$ cat config.mk
export PLATFORM = sky130hd
export DESIGN_NAME = fifo_with_remove_by_key_flat
export DESIGN_NICKNAME = d
export VERILOG_FILES = /design/src/rtl/core/fwrk_pkg.sv /design/src/rtl/core/fwrk_if.sv /design/src/rtl/core/fwrk_cell.sv /design/src/rtl/core/fwrk_scan.sv /design/src/rtl/core/fifo_with_remove_by_key.sv /design/src/flat_wrapper.sv
export SDC_FILE = /design/constraint.sdc
export NUM_CORES = 2
export LEC_CHECK = 0
export ABC_AREA = 1
export BUFFER_PORTS_ARGS = -buffer_cell sky130_fd_sc_hd__buf_2
export CAP_MARGIN = 40
export CORE_ASPECT_RATIO = 0.9
export CORE_UTILIZATION = 45
export CTS_CLUSTER_DIAMETER = 120
export DETAILED_ROUTE_END_ITERATION = 8
export MAX_ROUTING_LAYER = met4
export SKIP_LAST_GASP = 1
export SYNTH_ARGS = -nofsm -noshare
export SYNTH_HDL_FRONTEND = slang
export SYNTH_HIERARCHICAL = 1
export SYNTH_SLANG_ARGS = --single-unit
$ cat constraint.sdc
create_clock -name clk -period 22.9 [get_ports clk]
set_input_delay 6.87 -clock clk [delete_from_list [all_inputs] [get_ports clk]]
set_output_delay 6.87 -clock clk [all_outputs]
set_load 0.02 [all_outputs]
$ cat src/rtl/core/fwrk_pkg.sv
package fwrk_pkg;

	localparam int MODE_W   = 2;
	localparam int ID_W     = 16;
	localparam int HANDLE_W = 16;
	localparam int STAT_W   = 2;
	localparam int OCC_W    = 7;

	localparam int QUEUE_DEPTH_DEFAULT = 64;

	// cells per group in the first-match prefix
	localparam int GROUP_W = 8;

	typedef enum logic [MODE_W-1:0] {
		MODE_ENQ = 2'd0,
		MODE_DEQ = 2'd1,
		MODE_REM = 2'd2
	} mode_t;

	typedef enum logic [STAT_W-1:0] {
		STAT_OK    = 2'd0,
		STAT_FULL  = 2'd1,
		STAT_EMPTY = 2'd2,
		STAT_MISS  = 2'd3
	} stat_t;

	// broadcast to every cell of the row
	typedef struct packed {
		logic load;     // write the op payload into the cell at the fill count
		logic pop;      // every cell takes its neighbor's entry
		logic squeeze;  // cells at or past the first match take their neighbor's entry
		logic probe;    // compare stored id against the key
	} cell_ctrl_t;

endpackage

$ cat src/rtl/core/fwrk_if.sv
interface fwrk_op_if;
	logic                          valid;
	logic                          ready;
	logic [fwrk_pkg::MODE_W-1:0]   mode;
	logic [fwrk_pkg::ID_W-1:0]     proc_id;
	logic [fwrk_pkg::HANDLE_W-1:0] proc_handle;

	modport source (output valid, mode, proc_id, proc_handle, input ready);
	modport sink   (input valid, mode, proc_id, proc_handle, output ready);
endinterface

interface fwrk_res_if;
	logic                          valid;
	logic                          ready;
	logic [fwrk_pkg::STAT_W-1:0]   status;
	logic [fwrk_pkg::ID_W-1:0]     out_id;
	logic [fwrk_pkg::HANDLE_W-1:0] out_handle;
	logic [fwrk_pkg::OCC_W-1:0]    occupancy;
	logic                          is_empty;

	modport source (output valid, status, out_id, out_handle, occupancy, is_empty,
		input ready);
	modport sink   (input valid, status, out_id, out_handle, occupancy, is_empty,
		output ready);
endinterface

$ cat src/rtl/core/fwrk_cell.sv
module fwrk_cell #(
	parameter int IDX = 0,
	parameter int CW  = 7
) (
	input  logic                          clk,
	input  fwrk_pkg::cell_ctrl_t          ctrl,
	input  logic [CW-1:0]                 count,
	input  logic [fwrk_pkg::ID_W-1:0]     key,
	input  logic [fwrk_pkg::HANDLE_W-1:0] load_handle,
	input  logic [fwrk_pkg::ID_W-1:0]     nxt_id,
	input  logic [fwrk_pkg::HANDLE_W-1:0] nxt_handle,
	input  logic                          squeeze_en,
	output logic [fwrk_pkg::ID_W-1:0]     id,
	output logic [fwrk_pkg::HANDLE_W-1:0] handle,
	output logic                          match
);

	logic [fwrk_pkg::ID_W-1:0]     id_q;
	logic [fwrk_pkg::HANDLE_W-1:0] handle_q;
	logic                          match_q;
	logic                          occupied;
	logic                          at_tail;

	assign occupied = CW'(IDX) < count;
	assign at_tail  = CW'(IDX) == count;

	always_ff @(posedge clk) begin
		if (ctrl.load && at_tail) begin
			id_q     <= key;
			handle_q <= load_handle;
		end else if (ctrl.pop || (ctrl.squeeze && squeeze_en)) begin
			id_q     <= nxt_id;
			handle_q <= nxt_handle;
		end
		if (ctrl.probe) begin
			match_q <= occupied && (id_q == key);
		end
	end

	assign id     = id_q;
	assign handle = handle_q;
	assign match  = match_q;

endmodule

$ cat src/rtl/core/fwrk_scan.sv
module fwrk_scan #(
	parameter int DEPTH = 64
) (
	input  logic             clk,
	input  logic             capture,
	input  logic [DEPTH-1:0] match,
	output logic [DEPTH-1:0] prefix,
	output logic             hit
);

	localparam int GW     = fwrk_pkg::GROUP_W;
	localparam int GROUPS = (DEPTH + GW - 1) / GW;
	localparam int PW     = GROUPS * GW;

	logic [PW-1:0]     mpad;
	logic [PW-1:0]     lp;
	logic [GROUPS-1:0] grp_any;
	logic [PW-1:0]     lp_q;
	logic [GROUPS-1:0] any_q;
	logic [PW-1:0]     prefix_pad;

	// prefix OR inside each group of cells
	always_comb begin
		logic run;
		mpad = '0;
		mpad[DEPTH-1:0] = match;
		lp = '0;
		grp_any = '0;
		for (int g = 0; g < GROUPS; g++) begin
			run = 1'b0;
			for (int k = 0; k < GW; k++) begin
				run = run | mpad[g*GW+k];
				lp[g*GW+k] = run;
			end
			grp_any[g] = run;
		end
	end

	always_ff @(posedge clk) begin
		if (capture) begin
			lp_q  <= lp;
			any_q <= grp_any;
		end
	end

	// fold in any hit from an earlier group
	always_comb begin
		logic below;
		prefix_pad = '0;
		for (int g = 0; g < GROUPS; g++) begin
			below = 1'b0;
			for (int k = 0; k < GROUPS; k++) begin
				if (k < g) begin
					below = below | any_q[k];
				end
			end
			for (int k = 0; k < GW; k++) begin
				prefix_pad[g*GW+k] = lp_q[g*GW+k] | below;
			end
		end
	end

	assign prefix = prefix_pad[DEPTH-1:0];
	assign hit    = |any_q;

endmodule

$ cat src/rtl/core/fifo_with_remove_by_key.sv
// Bounded FIFO of (process id, handle) entries held in a row of cells, head
// in cell 0. Enqueue writes the cell at the fill count; dequeue and remove
// shift stored entries one cell toward the head, so entries always keep their order.
// Enqueue, dequeue and an unused mode give a valid result in the cycle after
// accept. When the queue is not empty, remove runs in steps: every cell
// compares its id with the key, a registered group prefix picks the first
// match, then the cells at and after it take their neighbor's entry. A new
// operation is accepted once the block is idle and the result register is
// free or being read in the same cycle. Storage needs no clearing after
// reset; only the fill count, the state and the result valid flag are reset.
module fifo_with_remove_by_key #(
	parameter int QUEUE_DEPTH = fwrk_pkg::QUEUE_DEPTH_DEFAULT
) (
	input  logic       clk,
	input  logic       arst_n,
	fwrk_op_if.sink    op,
	fwrk_res_if.source res
);

	localparam int CW = $clog2(QUEUE_DEPTH + 1);

	typedef enum logic [1:0] {
		ST_IDLE,
		ST_SCAN,
		ST_SQUEEZE
	} state_t;

	state_t state_q, state_nx;
	logic [CW-1:0] count_q, cnt_nx;
	logic          res_valid_q;
	fwrk_pkg::stat_t               res_stat_q, stat_nx;
	logic [fwrk_pkg::ID_W-1:0]     res_id_q, oid_nx;
	logic [fwrk_pkg::HANDLE_W-1:0] res_handle_q, ohd_nx;
	logic [fwrk_pkg::OCC_W-1:0]    res_occ_q;
	logic                          res_empty_q;
	logic [CW+fwrk_pkg::OCC_W-1:0] occ_ext;

	fwrk_pkg::cell_ctrl_t ctrl;
	logic op_fire;
	logic done;
	logic full;
	logic empty;

	logic [fwrk_pkg::ID_W-1:0]     id_w     [QUEUE_DEPTH];
	logic [fwrk_pkg::HANDLE_W-1:0] handle_w [QUEUE_DEPTH];
	logic [QUEUE_DEPTH-1:0]        match_w;
	logic [QUEUE_DEPTH-1:0]        prefix_w;
	logic                          hit;

	assign op.ready = (state_q == ST_IDLE) && (!res_valid_q || res.ready);
	assign op_fire  = op.valid && op.ready;
	assign full     = count_q >= CW'(QUEUE_DEPTH);
	assign empty    = count_q == '0;

	for (genvar j = 0; j < QUEUE_DEPTH; j++) begin : g_cell
		logic [fwrk_pkg::ID_W-1:0]     nxt_id;
		logic [fwrk_pkg::HANDLE_W-1:0] nxt_handle;
		if (j == QUEUE_DEPTH - 1) begin : g_last
			assign nxt_id     = '0;
			assign nxt_handle = '0;
		end else begin : g_mid
			assign nxt_id     = id_w[j+1];
			assign nxt_handle = handle_w[j+1];
		end
		fwrk_cell #(
			.IDX (j),
			.CW  (CW)
		) u_cell (
			.clk         (clk),
			.ctrl        (ctrl),
			.count       (count_q),
			.key         (op.proc_id),
			.load_handle (op.proc_handle),
			.nxt_id      (nxt_id),
			.nxt_handle  (nxt_handle),
			.squeeze_en  (prefix_w[j]),
			.id          (id_w[j]),
			.handle      (handle_w[j]),
			.match       (match_w[j])
		);
	end

	fwrk_scan #(
		.DEPTH (QUEUE_DEPTH)
	) u_scan (
		.clk     (clk),
		.capture (state_q == ST_SCAN),
		.match   (match_w),
		.prefix  (prefix_w),
		.hit     (hit)
	);

	always_comb begin
		ctrl     = '0;
		done     = 1'b0;
		state_nx = state_q;
		cnt_nx   = count_q;
		stat_nx  = fwrk_pkg::STAT_OK;
		oid_nx   = '0;
		ohd_nx   = '0;
		unique case (state_q)
			ST_IDLE: begin
				if (op_fire) begin
					case (fwrk_pkg::mode_t'(op.mode))
						fwrk_pkg::MODE_ENQ: begin
							done = 1'b1;
							if (full) begin
								stat_nx = fwrk_pkg::STAT_FULL;
							end else begin
								ctrl.load = 1'b1;
								cnt_nx    = count_q + 1'b1;
							end
						end
						fwrk_pkg::MODE_DEQ: begin
							done = 1'b1;
							if (empty) begin
								stat_nx = fwrk_pkg::STAT_EMPTY;
							end else begin
								ctrl.pop = 1'b1;
								oid_nx   = id_w[0];
								ohd_nx   = handle_w[0];
								cnt_nx   = count_q - 1'b1;
							end
						end
						fwrk_pkg::MODE_REM: begin
							if (empty) begin
								done    = 1'b1;
								stat_nx = fwrk_pkg::STAT_EMPTY;
							end else begin
								ctrl.probe = 1'b1;
								state_nx   = ST_SCAN;
							end
						end
						default: begin
							done = 1'b1;
						end
					endcase
				end
			end
			ST_SCAN: begin
				state_nx = ST_SQUEEZE;
			end
			ST_SQUEEZE: begin
				done     = 1'b1;
				state_nx = ST_IDLE;
				if (hit) begin
					ctrl.squeeze = 1'b1;
					cnt_nx       = count_q - 1'b1;
				end else begin
					stat_nx = fwrk_pkg::STAT_MISS;
				end
			end
			default: begin
				state_nx = ST_IDLE;
			end
		endcase
	end

	assign occ_ext = {{fwrk_pkg::OCC_W{1'b0}}, cnt_nx};

	always_ff @(posedge clk or negedge arst_n) begin
		if (!arst_n) begin
			state_q     <= ST_IDLE;
			count_q     <= '0;
			res_valid_q <= 1'b0;
		end else begin
			state_q <= state_nx;
			count_q <= cnt_nx;
			if (done) begin
				res_valid_q  <= 1'b1;
				res_stat_q   <= stat_nx;
				res_id_q     <= oid_nx;
				res_handle_q <= ohd_nx;
				res_occ_q    <= occ_ext[fwrk_pkg::OCC_W-1:0];
				res_empty_q  <= cnt_nx == '0;
			end else if (res.ready) begin
				res_valid_q <= 1'b0;
			end
		end
	end

	assign res.valid      = res_valid_q;
	assign res.status     = res_stat_q;
	assign res.out_id     = res_id_q;
	assign res.out_handle = res_handle_q;
	assign res.occupancy  = res_occ_q;
	assign res.is_empty   = res_empty_q;

endmodule

$ cat src/flat_wrapper.sv
// flat-port wrapper written by rule: the top's interface ports become plain ports
module fifo_with_remove_by_key_flat 
#(
	parameter int QUEUE_DEPTH = fwrk_pkg::QUEUE_DEPTH_DEFAULT
)
  (clk, arst_n, op_valid, op_mode, op_proc_id, op_proc_handle, op_ready, res_valid, res_status, res_out_id, res_out_handle, res_occupancy, res_is_empty, res_ready);
  fwrk_op_if op_i ();
  fwrk_res_if res_i ();
  input  logic clk;
  input  logic arst_n;
  input wire logic [$bits(op_i.valid)-1:0] op_valid;
  input wire logic [$bits(op_i.mode)-1:0] op_mode;
  input wire logic [$bits(op_i.proc_id)-1:0] op_proc_id;
  input wire logic [$bits(op_i.proc_handle)-1:0] op_proc_handle;
  output wire logic [$bits(op_i.ready)-1:0] op_ready;
  output wire logic [$bits(res_i.valid)-1:0] res_valid;
  output wire logic [$bits(res_i.status)-1:0] res_status;
  output wire logic [$bits(res_i.out_id)-1:0] res_out_id;
  output wire logic [$bits(res_i.out_handle)-1:0] res_out_handle;
  output wire logic [$bits(res_i.occupancy)-1:0] res_occupancy;
  output wire logic [$bits(res_i.is_empty)-1:0] res_is_empty;
  input wire logic [$bits(res_i.ready)-1:0] res_ready;
  assign op_i.valid = op_valid;
  assign op_i.mode = op_mode;
  assign op_i.proc_id = op_proc_id;
  assign op_i.proc_handle = op_proc_handle;
  assign op_ready = op_i.ready;
  assign res_valid = res_i.valid;
  assign res_status = res_i.status;
  assign res_out_id = res_i.out_id;
  assign res_out_handle = res_i.out_handle;
  assign res_occupancy = res_i.occupancy;
  assign res_is_empty = res_i.is_empty;
  assign res_i.ready = res_ready;
  fifo_with_remove_by_key #(.QUEUE_DEPTH(QUEUE_DEPTH)) u_core (.clk(clk), .arst_n(arst_n), .op(op_i), .res(res_i));
endmodule
==> out/qor.txt <==
pre-CTS WS -> 8730 ps
critical path's most frequent cell -> buf_2
Flop pwr share -> 47.2%
Max rail drop VDD -> 0.0743 mV
met2 usage -> 36.4%
Fin. Hold Viols -> 0
LEAKAGE -> 60.0 nW
Core ar. -> 268,000 um2
Clk Latency, worst-skew pair -> 930 ps
die area -> 273,000 um2
CTS resizes -> 0
Syn Area/Cell -> 9.00 um2
Synth Area in Adders -> 0.0718%
Critical path origin -> res_ready
Slew @ Worst Pin -> 947 ps
Rows -> 180
Post-CTS Hold Fix Bufs -> 0
via count -> 89,700
#FFs+latches synth -> 2,228
first-pass GRT wire length -> 515,000 um
mapped cell area -> 122,000 um2
routed length per placed instance -> 19.4 um
Setup-failing EPs final -> 0
status -> completed
top post-synthesis cells by area -> edfxtp_1 55%, nand2_1 16%, o21ai_2 5.9%
M1 GR Usage -> 37.7%
Ys Warns -> 6
Synth Flop Type -> edfxtp_1
critical path peak fanout -> 2
min-delay worst type -> flip-flop to flip-flop
total gr overflow -> 0
number of port buffers -> 81
Critical Path Source Type -> primary input
Max clock buf depth -> 4
Setup Total Neg Slack -> 0 ps
ratio of cells with drive above 1 in the final layout -> 13.0%
Final Cell Area -> 133,000 um2
final-stage net count -> 13,700
met3 Use GR -> 3.31%
Clk network pwr share -> 37.4%
Total GRT Usage -> 25.2%
xor/xnor cell area share of the yosys netlist -> 3.43%
Root Buffer Master -> clkbuf_16
area leader, netlist -> edfxtp_1
gpl congestion -> 0.843
worst setup margin -> 8730 ps
Int Power -> 7.63 mW
Max Cap Viol -> 0
Yosys cell types -> 54
io pins -> 82
vias in the first global route -> 82,200
final wirelength -> 338,000 um
register area share after synthesis -> 54.8%
TritonCTS buffer count -> 243
Vert. Die Dim -> 496 um
Power Density -> 81.0 nW/um2
CTS HTree Levels -> 4
fill cell count -> 25,000
synth-to-layout area growth -> 8.93%
Logic pwr share -> 15.4%
HP Start -> u_core/g_cell[59].u_cell/handle[11]$_DFFE_PP_
worst r2r src -> u_core/count_q[6]$_DFF_PN0_
worst hold endpoint -> u_core/g_cell[58].u_cell/handle[11]$_DFFE_PP_
1st-pass router iterations -> 7
min Tclk post-route -> 14,170 ps
final core utilization -> 49.5%
top cell type's share of synthesized area -> 54.6%
CP max stage delay -> 180 ps
Reg clk slew, reported paths -> 60 ps
Synth Area in Compound Gates -> 8.09%
endpoint class of the critical path -> output port
GR peak layer -> met1
DR iter-0 viols -> 9,598
largest net degree at the start of global routing -> 77
WS Path Type -> primary input to output port
Setup Skew -> 76.2 ps
crit-path leading delay family -> buffers and inverters
Cell Count, Final, Fillers Out -> 17,400
Final ANT Viol Nets -> 0
fin crit share -> 61.9%
Area after DPL -> 125,000 um2
initial antenna violation count -> 7
hold depth -> 2
Async SR Flop Fraction -> 0.449%
post-synthesis mux area share -> 0%
Synth Area in Simple Gates -> 24.0%
setup bufs post-CTS -> 0
WP data arrival -> 7300 ps
Worst R2R End -> u_core/g_cell[34].u_cell/handle[12]$_DFFE_PP_
Hold WS -> 448 ps
CP Buf/Inv Count -> 3
normalized max-slew margin -> 36.9%
RSZ-0062 raised after global routing -> no
via density per instance -> 5.17
FMAX -> 0.0706 GHz
Net Sw Frac -> 29.0%
Post-Syn Instances -> 13,600
critical path's slowest cell -> buf_2
DP HPWL -> 213,000 um
die width -> 551 um
placed instance count -> 16,900
Post-synth EDFFs -> 2,218
DRC viols -> 0
required time worst endpoint -> 16,030 ps
Power, Total -> 10.8 mW
largest family of logic cells by synthesized area -> simple AND/OR/NAND/NOR gates
crit-path cells -> buf_2, inv_1, a21oi_1, buf_2
clock net sink count -> 2,228
setup slack, reg-to-reg -> 17,310 ps
cells on worst reg2reg path -> 13
sw power -> 3.12 mW
TritonCTS clock tree -> done
Slew Viols, Final -> 0
Initial Util -> 45.4%
worst max-delay path by stage:
stage                to  slack [ps]  cells past startpoint
6_report       op_ready        8730                      4
4_1_cts        op_ready        8730                      4
3_3_place_gp   op_ready        8700                      4
3_5_place_dp   op_ready        8730                      4
2_1_floorplan  op_ready        8770                      2
5_1_grt        op_ready        8660                      4
flip-flops by register name, indices dropped and copies added (netlist names):
register                     flops
u_core/res.occupancy             7
u_core/state_q                   2
u_core/res.valid                 1
u_core/u_scan/lp_q              64
u_core/res.status                2
u_core/res.out_id               16
u_core/res.out_handle           16
u_core/count_q                   7
u_core/res.is_empty              1
u_core/g_cell.u_cell/handle   1024
u_core/g_cell.u_cell/id       1024
u_core/g_cell.u_cell/match      64
worst register-to-register path: cells and delay by family, from the launching register on:
kind                   cells  cell delay, ps
AND/OR/NAND/NOR            6            1410
buffers and inverters      7            3090
flip-flops                 1             710
cell usage in the layout (no fill, tap or decap), types with 36 or more instances in the layout:
cell / instances
o21ai_0: 98
nand4_1: 44
xor2_1: 99
inv_1: 1925
nor2_1: 589
a21oi_1: 88
nand3_1: 947
nor2_2: 40
edfxtp_1: 2218
clkinv_1: 53
o21ai_1: 284
clkinv_2: 43
o21ai_2: 828
buf_4: 217
buf_2: 49
clkbuf_1: 42
bufinv_16: 36
nand2_2: 104
xnor2_1: 379
clkbuf_16: 244
nand2_1: 5141
per-layer routing:
metal | routed length [um] | up-vias
met5 | 0 | -
met4 | 6370 | 0
met3 | 26400 | 425
met2 | 144000 | 3256
met1 | 161000 | 42600
li1 | - | 43400
power groups by stage:
stage          Sequential (mW)  Combinational (mW)  Clock [mW]
2_1_floorplan             5.13               0.980           0
3_3_place_gp              5.15                1.60           0
3_5_place_dp              5.15                1.64           0
4_1_cts                   5.07                1.64        4.09
5_1_grt                   5.09                1.81        4.23
6_report                  5.07                1.66        4.02
cell usage after synthesis, types with 48 or more instances:
library cell  count
buf_4            48
o21ai_1         284
edfxtp_1       2218
nand2_1        5147
nor2_1          595
o21ai_0          98
nand2_2          98
buf_6           267
o21ai_2         828
nand3_1         951
a21oi_1          88
xnor2_1         379
buf_2           127
inv_1          1926
xor2_1           99
layout make-up:
cell class                      instances  area [um2]  share of cell area [%]
Sequential cell                      2228       66900                    50.4
Multi-Input combinational cell       8895       43600                    32.9
Inverter                             1951        7330                    5.52
Clock buffer                          286        6260                    4.72
Tap cell                             3549        4440                    3.34
Timing Repair Buffer                  308        2550                    1.92
Clock inverter                        146        1690                    1.27
Antenna cell                            5        12.5                 0.00942
cell families after synthesis:
group | Yosys count
AOI/OAI and AO/OA | 1336
xor gates and xnor gates | 478
adders and majority gates | 7
buffers and inverters | 2458
DFF | 2228
other | 1
and+or+nand+nor | 7042
Power figures use the tool's default switching activity.
